==> config.mk <==
export PLATFORM = sky130hd
export DESIGN_NAME = rgb_led_pulse_width_sequencer_top
export DESIGN_NICKNAME = d
export VERILOG_FILES = /design/src/hdl/rgbseq_pkg.sv /design/src/hdl/rgb_led_pulse_width_sequencer_top.sv /design/src/hdl/rgbseq_ram.sv
export SDC_FILE = /design/constraint.sdc
export NUM_CORES = 1
export LEC_CHECK = 0
export ABC_AREA = 0
export BUFFER_PORTS_ARGS = -buffer_cell sky130_fd_sc_hd__clkbuf_2
export CAP_MARGIN = 40
export CORE_MARGIN = 10
export CORE_UTILIZATION = 53
export DETAILED_ROUTE_END_ITERATION = 7
export HOLD_SLACK_MARGIN = 0.12
export PLACE_DENSITY = 0.7
export SYNTH_ARGS = -nofsm -noshare
export SYNTH_HDL_FRONTEND = slang
export SYNTH_HIERARCHICAL = 1
export SYNTH_SLANG_ARGS = --single-unit
==> constraint.sdc <==
create_clock -name clk -period 5.3 [get_ports clk]
set_input_delay 0.53 -clock clk [delete_from_list [all_inputs] [get_ports clk]]
set_output_delay 0.53 -clock clk [all_outputs]
set_load 0.05 [all_outputs]
==> src/hdl/rgbseq_pkg.sv <==
`timescale 1ns / 1ps

package rgbseq_pkg;

  localparam int LED_COUNT_DEFAULT = 16;
  localparam int BITS_PER_LED      = 24;

  localparam int WIDTH_W = 12;
  localparam int SLOTS_W = 8;
  localparam int INDEX_W = 10;
  localparam int BIT_W   = 5;

  // Command codes.
  localparam logic CMD_WRITE = 1'b0;
  localparam logic CMD_TICK  = 1'b1;

  // Configuration register indexes.
  localparam logic [1:0] REG_ZERO_WIDTH  = 2'd0;
  localparam logic [1:0] REG_ONE_WIDTH   = 2'd1;
  localparam logic [1:0] REG_RESET_SLOTS = 2'd2;

  localparam logic [WIDTH_W-1:0] ZERO_WIDTH_RESET  = 12'd42;
  localparam logic [WIDTH_W-1:0] ONE_WIDTH_RESET   = 12'd96;
  localparam logic [SLOTS_W-1:0] RESET_SLOTS_RESET = 8'd80;

  localparam logic [BIT_W-1:0] TOP_BIT = 5'(BITS_PER_LED - 1);

  typedef logic [BITS_PER_LED-1:0] colour_word_t;

  typedef struct packed {
    logic               command;
    logic [INDEX_W-1:0] led_index;
    logic [7:0]         red;
    logic [7:0]         green;
    logic [7:0]         blue;
  } cmd_t;

  typedef struct packed {
    logic [WIDTH_W-1:0] pulse_width;
    logic               output_enable;
    logic               frame_end;
  } result_t;

endpackage

==> src/hdl/rgb_led_pulse_width_sequencer_top.sv <==
`timescale 1ns / 1ps
// A write item is taken while idle and gives no result; writes can follow back to back.
// A tick item reads the colour memory through its registered read port, and its result
// strobe is registered as the block leaves EMIT; busy is high for one cycle, in EMIT, and no
// new item is taken while it is high. The receiver cannot stall results. After reset a clearing
// pass zeroes all LED_COUNT colour memory words, one LED word per cycle, with busy held high.

module rgb_led_pulse_width_sequencer_top
  import rgbseq_pkg::*;
#(
  parameter int LED_COUNT = LED_COUNT_DEFAULT
) (
  input  logic               clk,
  input  logic               rst,
  input  logic               start,
  output logic               busy,
  input  cmd_t               cmd,
  output result_t            result,
  output logic               result_valid,
  input  logic               cfg_valid,
  output logic               cfg_ready,
  input  logic [1:0]         cfg_index,
  input  logic [WIDTH_W-1:0] cfg_data
);

  localparam int LED_W = (LED_COUNT > 1) ? $clog2(LED_COUNT) : 1;
  localparam logic [LED_W-1:0] LED_LAST = LED_W'(LED_COUNT - 1);

  typedef enum logic [1:0] {
    ST_CLEAR,
    ST_IDLE,
    ST_EMIT
  } state_t;

  state_t state;

  logic [WIDTH_W-1:0] zero_width;
  logic [WIDTH_W-1:0] one_width;
  logic [SLOTS_W-1:0] reset_slots;

  // Slot position, kept as LED number, bit number and reset-slot count.
  logic               in_reset;
  logic [LED_W-1:0]   led_cnt;
  logic [BIT_W-1:0]   bit_cnt;
  logic [SLOTS_W-1:0] rcnt;

  // Slot being played by the tick in flight.
  logic               cur_reset;
  logic [LED_W-1:0]   cur_led;
  logic [BIT_W-1:0]   cur_bit;
  logic [SLOTS_W-1:0] cur_rcnt;

  logic [LED_W-1:0] clr_addr;

  logic         accept;
  logic         wrap;
  logic         wr_hit;
  logic         ram_we;
  logic [LED_W-1:0] ram_waddr;
  colour_word_t ram_wdata;
  logic [LED_W-1:0] eff_led;
  colour_word_t ram_rdata;
  logic         colour_last;
  logic         reset_last;

  assign busy      = (state != ST_IDLE);
  assign cfg_ready = 1'b1;
  assign accept    = start && !busy;

  // A slot that lies past the frame end, after reset_slots was lowered, plays slot 0.
  assign wrap    = in_reset && (rcnt >= reset_slots);
  assign eff_led = wrap ? '0 : led_cnt;

  assign wr_hit = accept && (cmd.command == CMD_WRITE)
                  && ({1'b0, cmd.led_index} < (INDEX_W + 1)'(LED_COUNT));

  always_comb begin
    if (state == ST_CLEAR) begin
      ram_we    = 1'b1;
      ram_waddr = clr_addr;
      ram_wdata = '0;
    end else begin
      ram_we    = wr_hit;
      ram_waddr = cmd.led_index[LED_W-1:0];
      ram_wdata = {cmd.green, cmd.red, cmd.blue};
    end
  end

  rgbseq_ram #(
    .DEPTH  (LED_COUNT),
    .ADDR_W (LED_W)
  ) u_store (
    .clk   (clk),
    .we    (ram_we),
    .waddr (ram_waddr),
    .wdata (ram_wdata),
    .raddr (eff_led),
    .rdata (ram_rdata)
  );

  assign colour_last = (cur_led == LED_LAST) && (cur_bit == '0) && (reset_slots == '0);
  assign reset_last  = ({1'b0, cur_rcnt} + 9'd1) >= {1'b0, reset_slots};

  always_ff @(posedge clk) begin
    if (rst) begin
      state        <= ST_CLEAR;
      clr_addr     <= '0;
      result_valid <= 1'b0;
      zero_width   <= ZERO_WIDTH_RESET;
      one_width    <= ONE_WIDTH_RESET;
      reset_slots  <= RESET_SLOTS_RESET;
      in_reset     <= 1'b0;
      led_cnt      <= '0;
      bit_cnt      <= TOP_BIT;
      rcnt         <= '0;
    end else begin
      result_valid <= 1'b0;

      if (cfg_valid && cfg_ready) begin
        case (cfg_index)
          REG_ZERO_WIDTH:  zero_width  <= cfg_data;
          REG_ONE_WIDTH:   one_width   <= cfg_data;
          REG_RESET_SLOTS: reset_slots <= cfg_data[SLOTS_W-1:0];
          default: ;
        endcase
      end

      case (state)
        ST_CLEAR: begin
          if (clr_addr == LED_LAST) begin
            state <= ST_IDLE;
          end else begin
            clr_addr <= clr_addr + 1'b1;
          end
        end
        ST_IDLE: begin
          if (accept && (cmd.command == CMD_TICK)) begin
            cur_reset <= in_reset && !wrap;
            cur_led   <= eff_led;
            cur_bit   <= wrap ? TOP_BIT : bit_cnt;
            cur_rcnt  <= rcnt;
            state     <= ST_EMIT;
          end
        end
        ST_EMIT: begin
          result_valid <= 1'b1;
          state        <= ST_IDLE;
          if (!cur_reset) begin
            result.pulse_width   <= ram_rdata[cur_bit] ? one_width : zero_width;
            result.output_enable <= 1'b1;
            result.frame_end     <= colour_last;
            if (colour_last) begin
              in_reset <= 1'b0;
              led_cnt  <= '0;
              bit_cnt  <= TOP_BIT;
            end else if (cur_bit == '0) begin
              bit_cnt <= TOP_BIT;
              if (cur_led == LED_LAST) begin
                in_reset <= 1'b1;
                led_cnt  <= cur_led;
                rcnt     <= '0;
              end else begin
                in_reset <= 1'b0;
                led_cnt  <= cur_led + 1'b1;
              end
            end else begin
              in_reset <= 1'b0;
              led_cnt  <= cur_led;
              bit_cnt  <= cur_bit - 1'b1;
            end
          end else begin
            result.pulse_width   <= '0;
            result.output_enable <= 1'b0;
            result.frame_end     <= reset_last;
            if (reset_last) begin
              in_reset <= 1'b0;
              led_cnt  <= '0;
              bit_cnt  <= TOP_BIT;
            end else begin
              rcnt <= cur_rcnt + 1'b1;
            end
          end
        end
        default: state <= ST_IDLE;
      endcase
    end
  end

  a_tick_gives_result: assert property (@(posedge clk) disable iff (rst)
    accept && (cmd.command == CMD_TICK) |=> ##1 result_valid)
    else $error("tick item did not produce a result");

  a_write_no_result: assert property (@(posedge clk) disable iff (rst)
    accept && (cmd.command == CMD_WRITE) |=> ##1 !result_valid)
    else $error("write item produced a result");

  a_off_means_zero: assert property (@(posedge clk) disable iff (rst)
    result_valid && !result.output_enable |-> result.pulse_width == '0)
    else $error("reset slot carried a nonzero width");

  a_counters_in_range: assert property (@(posedge clk) disable iff (rst)
    (bit_cnt <= TOP_BIT) && (led_cnt <= LED_LAST))
    else $error("slot counters out of range");

endmodule

==> src/hdl/rgbseq_ram.sv <==
`timescale 1ns / 1ps

module rgbseq_ram
  import rgbseq_pkg::*;
#(
  parameter int DEPTH  = LED_COUNT_DEFAULT,
  parameter int ADDR_W = 4
) (
  input  logic              clk,
  input  logic              we,
  input  logic [ADDR_W-1:0] waddr,
  input  colour_word_t      wdata,
  input  logic [ADDR_W-1:0] raddr,
  output colour_word_t      rdata
);

  colour_word_t mem [DEPTH];

  always_ff @(posedge clk) begin
    if (we) begin
      mem[waddr] <= wdata;
    end
    rdata <= mem[raddr];
  end

endmodule

==> flow_metrics.env, run 1 <==
export IMPL_status="finished clean"
export IMPL_drt_pass1_iter_count=5
export IMPL_start_util=0.536
export IMPL_cp_arrival_ns=4.20
export IMPL_vias_per_cell=5.98
export IMPL_htree_levels=2
export IMPL_async_reset_ff_frac=0
export IMPL_p_per_area_mw_per_mm2=361
export IMPL_cts_sinks=497
export IMPL_grt_max_degree=98
export IMPL_setup_violations=0
export IMPL_reg2reg_to="u_store/rdata[6]"
export IMPL_syn_inst=1116
export IMPL_portBuffers=68
export IMPL_fmax_ghz=0.268
export IMPL_final_antenna_net_count=0
export IMPL_final_core_util=0.615
export IMPL_slowest_delay_ns=0.62
export IMPL_die_height_um=212
export IMPL_drv_cap=0
export IMPL_fin_setup_tns_ns=0
export IMPL_path_cells="inv_1, ha_1, a21o_1, a2111oi_0, o21ai_1, and3_1, nor2b_4, buf_12, mux4_2, a22oi_1, nand2_1"
export IMPL_regArea_mm2=0.0141
export IMPL_fillers=2577
export IMPL_drive_gt1_frac=0.252
export IMPL_path_depth=11
export IMPL_cts_setup_buffers=0
export IMPL_ios=70
export IMPL_dieArea_mm2=0.0450
export IMPL_worstSetupEndpoint="u_store/rdata[6]"
export IMPL_crit_path_start="reset_slots[4]"
export IMPL_design_area_mm2=0.0225
export IMPL_synth_distinct_cells=57
export IMPL_cp_slowest_cell="nor2b_4"
export IMPL_fin_crit_ns=3.74
export IMPL_sw_frac_of_total=0.203
export IMPL_worstSkewPairLatency_ns=0.61
export IMPL_grt_pass1_vias=10300
export IMPL_p_sw_mw=1.65
export IMPL_crit_fanout=40
export IMPL_rows=70
export IMPL_postCtsHoldBufs=0
export IMPL_synth_area_mm2=0.0196
export IMPL_pwr_share_clk=0.437
export IMPL_synth_seq_area_share=0.722
export IMPL_clk_path_buf_depth=3
export IMPL_power_leakage_nw=7.63
export IMPL_cts_resized=0
export IMPL_p_int_mw=6.45
export IMPL_hpwl_um=23700
export IMPL_ys_ff_latch=497
export IMPL_critPathTopFamily="simple AND/OR/NAND/NOR gates"
export IMPL_finalHoldViolCount=0
export IMPL_syn_avg_cell_area_um2=17.5
export IMPL_drt_total_wl_um=42100
export IMPL_grt_overflow_total=0
export IMPL_holdWs_ns=0.182
export IMPL_synth_flop_cell="edfxtp_1"
export IMPL_grt_use_total=0.190
export IMPL_drtIter0Drc=853
export IMPL_r2r_cells=11
export IMPL_final_max_slew_viol_count=0
export IMPL_antenna_found_initial=0
export IMPL_clk_pin_slew_ns=0.06
export IMPL_relSlewSlack=0.373
export IMPL_clock_skew_final_ns=0.0423
export IMPL_drc_errors=0
export IMPL_cts_made_buffers=50
export IMPL_peakVddDrop_v=0.000276
export IMPL_fp_coreArea_mm2=0.0365
export IMPL_grt_pass1_wl_um=63800
export IMPL_path_class="flop to flop"
export IMPL_tightest_slew_ns=0.939
export IMPL_multi_input_comb_area_mm2=0.00525
export IMPL_placed_area_mm2=0.0208
export IMPL_min_path_type="primary input to flop"
export IMPL_ys_warn_count=6
export IMPL_root_buffer="clkbuf_16"
export IMPL_p_seq_frac=0.533
export IMPL_fin_crit_sh=0.705
export IMPL_r2r_slack_ns=1.56
export IMPL_startpoint_type="flop"
export IMPL_area_delta_synth_final_pct=14.8
export IMPL_cp_required_ns=5.76
export IMPL_post_drt_wl_per_cell_um=24.5
export IMPL_comb_power_share=0.030
export IMPL_cp_buffers_inverters=2
export IMPL_end_kind="flop"
export IMPL_cts_tree="yes"
export IMPL_holdPathStages=3
export IMPL_place_gp_congestion=0.784
export IMPL_synth_edf_count=416
export IMPL_num_vias=10300
export IMPL_dieWidth_um=212
export IMPL_rsz0062_at_grt="no"
export IMPL_synthesis_nets=1189
export IMPL_reg2reg_from="reset_slots[4]"
export IMPL_num_antenna_cells=0
export IMPL_nNetsFinal=1282
[per-layer routing]
metal	wire, µm	track usage	part of all wire
met1	17800	0.268	0.42
met2	20000	0.296	0.47
met3	3390	0.0356	0.081
met4	918	0.0600	0.022
met5	0	0	0
[area by class of cell]
class | instances | area share
multi-input cells | 547 | 0.234
clock buffers | 63 | 0.0588
inverters | 14 | 0.00234
flip-flops and latches | 497 | 0.628
well taps | 468 | 0.0261
clock inverters | 30 | 0.0155
repair buffers | 99 | 0.0352
[how the worst min path moves through the flow]
stage | slack [ns] | from | endpoint
3_5_place_dp | 0.45 | zero_width[6] | zero_width[6]
3_3_place_gp | 0.44 | zero_width[10] | zero_width[10]
4_1_cts | 0.15 | cfg_data[11] | zero_width[11]
2_1_floorplan | 0.43 | rcnt[0] | cur_rcnt[0]
6_report | 0.18 | cfg_data[11] | zero_width[11]
5_1_grt | 0.16 | cfg_data[11] | zero_width[11]
[sequential cells by signal, indices dropped and copies added (netlist names)]
register,flops
bit_cnt,5
clr_addr,4
cur_bit,5
cur_led,4
cur_rcnt,8
cur_reset,1
in_reset,1
led_cnt,4
one_width,12
rcnt,8
reset_slots,8
result,14
result_valid,1
state,2
u_store/mem,384
u_store/rdata,24
zero_width,12
[worst register-to-register path, stage by stage (launching register included)]
cell and delay, ns:
dfxtp_1 0.32, inv_1 0.07, ha_1 0.31, a21o_1 0.18, a2111oi_0 0.35, o21ai_1 0.13
and3_1 0.34, nor2b_4 0.62, buf_12 0.38, mux4_2 0.60, a22oi_1 0.23, nand2_1 0.10
[Yosys cell counts (2+ instances only)]
| master | number | share of area |
|---|---|---|
| o211ai_1 | 3 | 0.0012 |
| nor4_1 | 3 | 0.00096 |
| mux4_2 | 97 | 0.11 |
| nand3b_1 | 10 | 0.0038 |
| nand4_1 | 3 | 0.00096 |
| buf_4 | 3 | 0.0012 |
| nor2b_1 | 36 | 0.012 |
| nor3_1 | 10 | 0.0026 |
| nand3_1 | 14 | 0.0036 |
| mux2_2 | 4 | 0.0023 |
| a311oi_1 | 2 | 0.00090 |
| a21oi_1 | 28 | 0.0072 |
| buf_6 | 7 | 0.0040 |
| a21o_1 | 3 | 0.0012 |
| and3_1 | 5 | 0.0016 |
| xor2_1 | 3 | 0.0013 |
| xnor2_1 | 7 | 0.0031 |
| a22oi_1 | 51 | 0.020 |
| buf_2 | 10 | 0.0026 |
| ha_1 | 20 | 0.013 |
| dfxtp_1 | 81 | 0.083 |
| clkbuf_1 | 37 | 0.0071 |
| nand2b_4 | 2 | 0.0014 |
| o21ai_1 | 3 | 0.00077 |
| nand2b_1 | 23 | 0.0074 |
| o21ai_0 | 7 | 0.0018 |
| or3b_2 | 2 | 0.00090 |
| or2_2 | 3 | 0.00096 |
| nand2_1 | 89 | 0.017 |
| edfxtp_1 | 416 | 0.64 |
| mux2i_1 | 44 | 0.023 |
| inv_1 | 14 | 0.0027 |
| nor2_1 | 52 | 0.010 |
[kinds of logic after synthesis]
family / count (synthesis) / synth area share
AOI/OAI and AO/OA: 105 / 0.0371
xor gates and xnor gates: 10 / 0.00448
adders and majority gates: 20 / 0.0128
buffers and inverters: 72 / 0.0177
DFF: 497 / 0.722
muxes: 146 / 0.137
other: 1 / 0.000192
and+or+nand+nor: 265 / 0.0691
[cell usage in the layout, fill, tap and decap left out, types with 5 or more instances in the layout]
cell type / Yosys / final
clkinv_2: 0 / 12
nand2b_1: 23 / 23
buf_4: 3 / 16
nor2_1: 52 / 38
xnor2_1: 7 / 7
nor2b_1: 36 / 32
nand2_1: 89 / 89
nor2_4: 1 / 14
and3_1: 5 / 5
a21oi_1: 28 / 28
nand3_1: 14 / 14
mux2i_1: 44 / 44
clkbuf_1: 37 / 11
nand3b_1: 10 / 10
mux4_2: 97 / 97
a22oi_1: 51 / 51
ha_1: 20 / 20
bufinv_16: 0 / 6
inv_1: 14 / 14
clkbuf_2: 0 / 68
clkinv_1: 0 / 7
buf_12: 0 / 11
dfxtp_1: 81 / 81
clkbuf_16: 0 / 50
nor3_1: 10 / 5
nor3_2: 1 / 6
edfxtp_1: 416 / 416
o21ai_0: 7 / 7
[metrics by stage]
| stage | cells | total power, mW | worst slack, ns |
|---|---|---|---|
| floorplan | 1116 | 4.53 | 1.51 |
| global placement | 1612 | 4.62 | 1.58 |
| detailed placement | 1624 | 4.64 | 1.51 |
| CTS | 1717 | 8.18 | 1.53 |
| global route | 1718 | 8.36 | 1.18 |
| finish | 1718 | 8.10 | 1.56 |
[power by group through the flow]
stage / sequential (mW) / clock [mW] / combinational [mW]
floorplan: 4.38 / 0 / 0.142
global placement: 4.39 / 0 / 0.230
detailed placement: 4.40 / 0 / 0.247
CTS: 4.31 / 3.61 / 0.249
global route: 4.32 / 3.78 / 0.266
finish: 4.31 / 3.54 / 0.246
No activity file was read; power rests on OpenSTA's default activity.
==> inputs of run 2 (changes only) <==
Settings changed: ABC_AREA 0 to 1.
Clock period 5.3 ns to 3.8 ns, I/O delays scaled along.
==> run 2 against run 1 <==
  * Total power up 40%
  * Final area grew 9.8%
  * First-iteration DRC count grew 68%
  * Synthesized area up 11%
  * Wire length grew 23%
  * Utilization shrank 0.83 points
  * Register-to-register slack worse by 0.97 ns
  * Sequential share of layout area is 5.6 points lower
  * Sequential power grew 40%
  * Global-route usage rose by 1.6 points
  * Largest cell class unchanged
  * Combinational power rose by 71%
  * Sequential cell count stayed put
==> flow_metrics.env, run 2 <==
export IMPL_clk_path_buf_depth=3
export IMPL_dieWidth_um=222
export IMPL_rows=74
export IMPL_fmax_ghz=0.311
export IMPL_min_path_type="primary input to flop"
export IMPL_largest_register_ffs=384
export IMPL_die_height_um=222
export IMPL_top_regs="u_store/mem: 384 flops, u_store/rdata: 24 flops, result: 14 flops"
export IMPL_drt_pass1_iter_count=5
export IMPL_preCtsSetupSlack_ns=0.605
export IMPL_fin_ws_ns=0.588
export IMPL_drv_cap=0
export IMPL_antenna_found_initial=0
export IMPL_layout_cells_most_common_list="nand2_1, edfxtp_1, inv_1, nand3_1, nor2_1"
export IMPL_cp_required_ns=4.08
export IMPL_grt_use_total=0.207
export IMPL_peakVddDrop_v=0.000487
export IMPL_fp_coreArea_mm2=0.0406
export IMPL_syn_avg_cell_area_um2=9.67
export IMPL_synth_area_mux_share=0
export IMPL_synth_area_leaders="edfxtp_1, nand2_1, nand3_1, dfxtp_1, inv_1"
export IMPL_vias_per_cell=5.23
export IMPL_async_reset_ff_frac=0
export IMPL_cts_made_buffers=50
export IMPL_final_max_slew_viol_count=0
export IMPL_power_leakage_nw=10.8
export IMPL_fin_total_pwr_mw=11.3
export IMPL_portBuffers=68
export IMPL_ys_ff_latch=497
export IMPL_relSlewSlack=0.352
export IMPL_fin_crit_ns=3.21
export IMPL_fin_setup_tns_ns=0
export IMPL_fillers=3237
export IMPL_grt_overflow_total=0
export IMPL_final_antenna_net_count=0
export IMPL_syn_inst=2246
export IMPL_tightest_slew_ns=0.968
export IMPL_grt_pass1_vias=15000
export IMPL_clock_skew_final_ns=0.0181
export IMPL_yosysMostFrequentCell="nand2_1"
export IMPL_synth_edf_count=416
export IMPL_finalHoldViolCount=0
export IMPL_cts_tree="yes"
export IMPL_cts_setup_buffers=0
export IMPL_synth_flop_cell="edfxtp_1"
export IMPL_dieArea_mm2=0.0495
export IMPL_path_class="flop to flop"
export IMPL_synth_area_mm2=0.0217
export IMPL_ys_top_cells_by_count="nand2_1, edfxtp_1, inv_1"
export IMPL_grt_max_degree=194
export IMPL_post_drt_wl_per_cell_um=17.8
export IMPL_design_area_mm2=0.0247
export IMPL_drt_total_wl_um=51600
export IMPL_top_register="u_store/mem"
export IMPL_ios=70
export IMPL_fin_crit_sh=0.845
export IMPL_synth_xor_area_frac=0.00282
export IMPL_synthSimpleGateAreaFrac=0.221
export IMPL_yosysTopAreaCellShare=0.575
export IMPL_synthesis_nets=2319
export IMPL_r2r_slack_ns=0.59
export IMPL_synth_seq_area_share=0.650
export IMPL_ys_warn_count=6
export IMPL_grt_pass1_wl_um=81600
export IMPL_hpwl_um=29200
export IMPL_cp_arrival_ns=3.50
export IMPL_nNetsFinal=2402
export IMPL_rsz0062_at_grt="no"
export IMPL_clk_pin_slew_ns=0.06
export IMPL_drtIter0Drc=1431
export IMPL_status="finished clean"
export IMPL_synth_compound_area_frac=0.0215
export IMPL_drive_gt1_frac=0.0984
export IMPL_synth_distinct_cells=37
export IMPL_synth_fa_ha_area_frac=0.0115
export IMPL_yosysTopAreaCell="edfxtp_1"
export IMPL_num_vias=15200
export IMPL_end_kind="flop"
export IMPL_drc_errors=0
export IMPL_start_util=0.534
export IMPL_worstSkewPairLatency_ns=0.59
export IMPL_place_gp_congestion=0.813
export IMPL_setup_violations=0
export IMPL_cts_sinks=497
export IMPL_root_buffer="clkbuf_16"
export IMPL_htree_levels=2
export IMPL_num_antenna_cells=0
export IMPL_final_common_cell="nand2_1"
export IMPL_p_per_area_mw_per_mm2=459
export IMPL_startpoint_type="flop"
export IMPL_synth_top_family_by_area="simple AND/OR/NAND/NOR gates"
export IMPL_area_delta_synth_final_pct=13.6
export IMPL_crit_fanout=28
export IMPL_placed_area_mm2=0.0229
-- run 2: logic make-up after synthesis --
kind of cell | count (synthesis)
simple gates | 1146
flops | 497
buf+inv | 493
compound gates | 82
fa+ha+maj | 20
xor+xnor | 7
other cells | 1
-- run 2: metrics by stage --
stage                     cells  hold slack (ns)  utilization
after floorplan            2246            0.408            -
after global placement     2778            0.422        0.559
after detailed placement   2790            0.426        0.562
after CTS                  2898            0.143        0.606
after global routing       2900            0.122        0.607
final                      2900            0.126        0.607
-- run 2: layer usage --
layer	track usage	share of wire
met3	0.0407	0.068
met2	0.341	0.47
met5	0	0
met1	0.267	0.43
met4	0.0735	0.027
-- run 2: worst paths after layout --
kind / from / end / cells past startpoint
setup / recovery: state[1] / u_store/mem[8][12] / 8
hold / removal: cmd[9] / u_store/mem[0][17] / 3
setup reg to reg: state[1] / u_store/mem[8][12] / 8
hold reg to reg: rcnt[0] / cur_rcnt[0] / 0
-- run 2: critical path, cell delays in order, from the launching register on --
cell	delay (ns)
dfxtp_1	0.31
inv_1	0.06
nand2_1	0.16
inv_2	0.65
nor2_1	0.09
nor2_1	0.33
nand3b_1	0.41
nor2_4	0.64
buf_12	0.25
-- run 2: final cells by class --
type	count	area [µm²]	share of cell area
clock buffer	67	1370	0.0553
clock inverter	24	259	0.0105
inverter	394	1480	0.0601
multi-input combinational	1256	5720	0.232
sequential	497	14100	0.572
tap	532	666	0.0270
timing repair buffer	130	1060	0.0429
-- run 2: repair_timing --
action | CTS | global route
hold buffers | 17 | 0
hold endpoints to repair | 34 | 0
resized for setup | 0 | 0
setup endpoints to repair | 0 | 0
-- run 2: where the power goes --
part	switching [mW]	leakage, nW	total [mW]	internal [mW]
sequential	0.0479	4.58	6.03	5.98
clock	2.02	0.797	4.88	2.86
combinational	0.277	5.45	0.421	0.144
total	2.34	10.8	11.3	8.99
==> inputs of run 3 (changes only) <==
Settings changed: PLACE_DENSITY 0.7 to 0.72.
Clock period 3.8 ns to 2.6 ns, I/O delays scaled along.
==> run 3 against run 2 <==
  * Sequential share of layout area is 1.7 points lower
  * Maximum frequency grew 28%
  * Die area stayed put
  * Sequential power grew 46%
  * Critical path type unchanged
  * The run now ends with design-rule violations left
  * Global-route usage up 0.68 points
  * Wire length grew 7.0%
  * Via count increased by 4.4%
  * Critical path depth grew 8
  * Total power increased by 45%
==> flow_metrics.env, run 3 (same netlist as run 2, synthesis figures left out) <==
export IMPL_antenna_found_initial=3
export IMPL_drive_gt1_frac=0.130
export IMPL_cts_sinks=497
export IMPL_clk_pin_slew_ns=0.06
export IMPL_cts_made_buffers=51
export IMPL_fin_total_pwr_mw=16.4
export IMPL_worstSkewPairLatency_ns=0.60
export IMPL_drc_errors=1
export IMPL_holdWs_ns=0.165
export IMPL_end_kind="flop"
export IMPL_start_util=0.534
export IMPL_top_register="u_store/mem"
export IMPL_drt_pass1_iter_count=8
export IMPL_wl_met1_um=21600
export IMPL_nNetsFinal=2469
export IMPL_portBuffers=68
export IMPL_post_drt_wl_per_cell_um=18.6
export IMPL_grt_max_degree=60
export IMPL_wl_met3_um=4060
export IMPL_fin_crit_sh=0.969
export IMPL_htree_levels=2
export IMPL_dieArea_mm2=0.0495
export IMPL_cp_arrival_ns=3.00
export IMPL_path_class="flop to flop"
export IMPL_peakVddDrop_v=0.000666
export IMPL_fmax_ghz=0.397
export IMPL_final_antenna_net_count=0
export IMPL_num_vias=15800
export IMPL_place_gp_congestion=0.861
export IMPL_met2_length_um=27600
export IMPL_design_area_mm2=0.0254
export IMPL_drt_total_wl_um=55200
export IMPL_rows=74
export IMPL_status="finished, violations left"
export IMPL_vias_per_cell=5.33
export IMPL_min_path_type="primary input to flop"
export IMPL_grt_use_total=0.214
export IMPL_relSlewSlack=0.390
export IMPL_p_seq_frac=0.537
export IMPL_p_sw_mw=3.49
export IMPL_fin_crit_ns=2.52
export IMPL_drtIter0Drc=1710
export IMPL_placed_area_mm2=0.0233
export IMPL_layout_cells_most_common_list="nand2_1, edfxtp_1, inv_1, nand3_1, nor2_1"
export IMPL_comb_power_share=0.040
export IMPL_grt_overflow_total=0
export IMPL_grt_pass1_wl_um=84100
export IMPL_drv_cap=0
export IMPL_clk_path_buf_depth=3
export IMPL_startpoint_type="flop"
export IMPL_fp_coreArea_mm2=0.0406
export IMPL_clock_skew_final_ns=0.0139
export IMPL_pwr_share_clk=0.423
export IMPL_routed_top_layer="met4"
export IMPL_cts_tree="yes"
export IMPL_crit_fanout=6
export IMPL_sw_frac_of_total=0.212
export IMPL_power_leakage_nw=11.2
export IMPL_finalHoldViolCount=0
export IMPL_largest_register_ffs=384
export IMPL_grt_pass1_vias=15400
export IMPL_violations="design-rule violations"
export IMPL_area_delta_synth_final_pct=17.2
export IMPL_rsz0062_at_grt="yes"
export IMPL_top_regs="u_store/mem: 384 flops, u_store/rdata: 24 flops, result: 14 flops"
export IMPL_root_buffer="clkbuf_16"
export IMPL_die_height_um=222
export IMPL_p_per_area_mw_per_mm2=645
export IMPL_p_int_mw=12.9
export IMPL_final_max_slew_viol_count=0
export IMPL_tightest_slew_ns=0.912
export IMPL_hpwl_um=31800
export IMPL_cp_required_ns=3.08
export IMPL_final_common_cell="nand2_1"
export IMPL_ios=70
export IMPL_setup_violations=0
export IMPL_dieWidth_um=222
-- run 3: changes by cell type in the layout (fill, tap and decap cells not counted), sizes merged --
cell	previous run	this run
inv	395	394
clkbuf	135	150
bufinv	5	1
clkinv	17	15
buf	45	103
diode	0	3
dlygate4sd3	17	21
-- run 3: final timing paths --
kind                start                to  slack, ns  cells past startpoint
max reg2reg       rcnt[3]  u_store/rdata[6]       0.08                     16
min reg2reg  one_width[6]      one_width[6]       0.46                      2
max               rcnt[3]  u_store/rdata[6]       0.08                     16
min          cfg_index[1]     zero_width[5]       0.17                      5
-- run 3: worst max-delay path: stages (launching register included) --
cell	delay (ns)
dfxtp_1	0.39
ha_4	0.23
a21oi_2	0.12
o21ai_1	0.08
nand2_1	0.07
o2111ai_2	0.14
nand2_1	0.12
inv_2	0.08
nor2_4	0.27
buf_6	0.18
buf_12	0.14
buf_4	0.15
nand2_1	0.10
nand3_2	0.10
nand3_1	0.08
nand3_1	0.10
nand2_1	0.06
-- run 3: routing by layer --
metal / up-vias / GRT usage
li1: 7512 / -
met1: 7511 / 0.261
met2: 668 / 0.369
met5: - / 0
met4: 0 / 0.0909
met3: 142 / 0.0326
-- run 3: stage by stage --
step	setup slack (ns)	util	cells	TNS (ns)
floorplan	0.159	-	2246	0
global placement	0.0840	0.572	2830	0
detailed placement	0.0476	0.574	2840	0
CTS	0.0108	0.618	2956	0
global route	-0.0967	0.626	2973	-0.741
finish	0.0818	0.626	2973	0
-- run 3: what timing repair did --
| action | CTS | global route |
|---|---|---|
| gates resized for setup | 0 | 34 |
| hold endpoints to repair | 46 | 0 |
| buffers inserted | 0 | 9 |
| hold buffers | 21 | 0 |
| endpoints found under the setup margin | 0 | 53 |
-- run 3: layout make-up --
cell class / instances / area, µm²
fillers: 3161 / 15200
flip-flops and latches: 497 / 14100
multi-input cells: 1256 / 5830
repair buffers: 196 / 1760
inverters: 394 / 1490
clock buffers: 78 / 1450
well taps: 532 / 666
clock inverters: 17 / 130
diodes: 3 / 7.51
-- run 3: power by group through the flow --
stage | Clock (mW) | Sequential, mW | Combinational [mW]
final | 6.95 | 8.81 | 0.656
after global routing | 7.33 | 8.83 | 0.731
after CTS | 7.03 | 8.81 | 0.641
after detailed placement | 0 | 8.98 | 0.613
after global placement | 0 | 8.97 | 0.595
after floorplan | 0 | 8.96 | 0.350
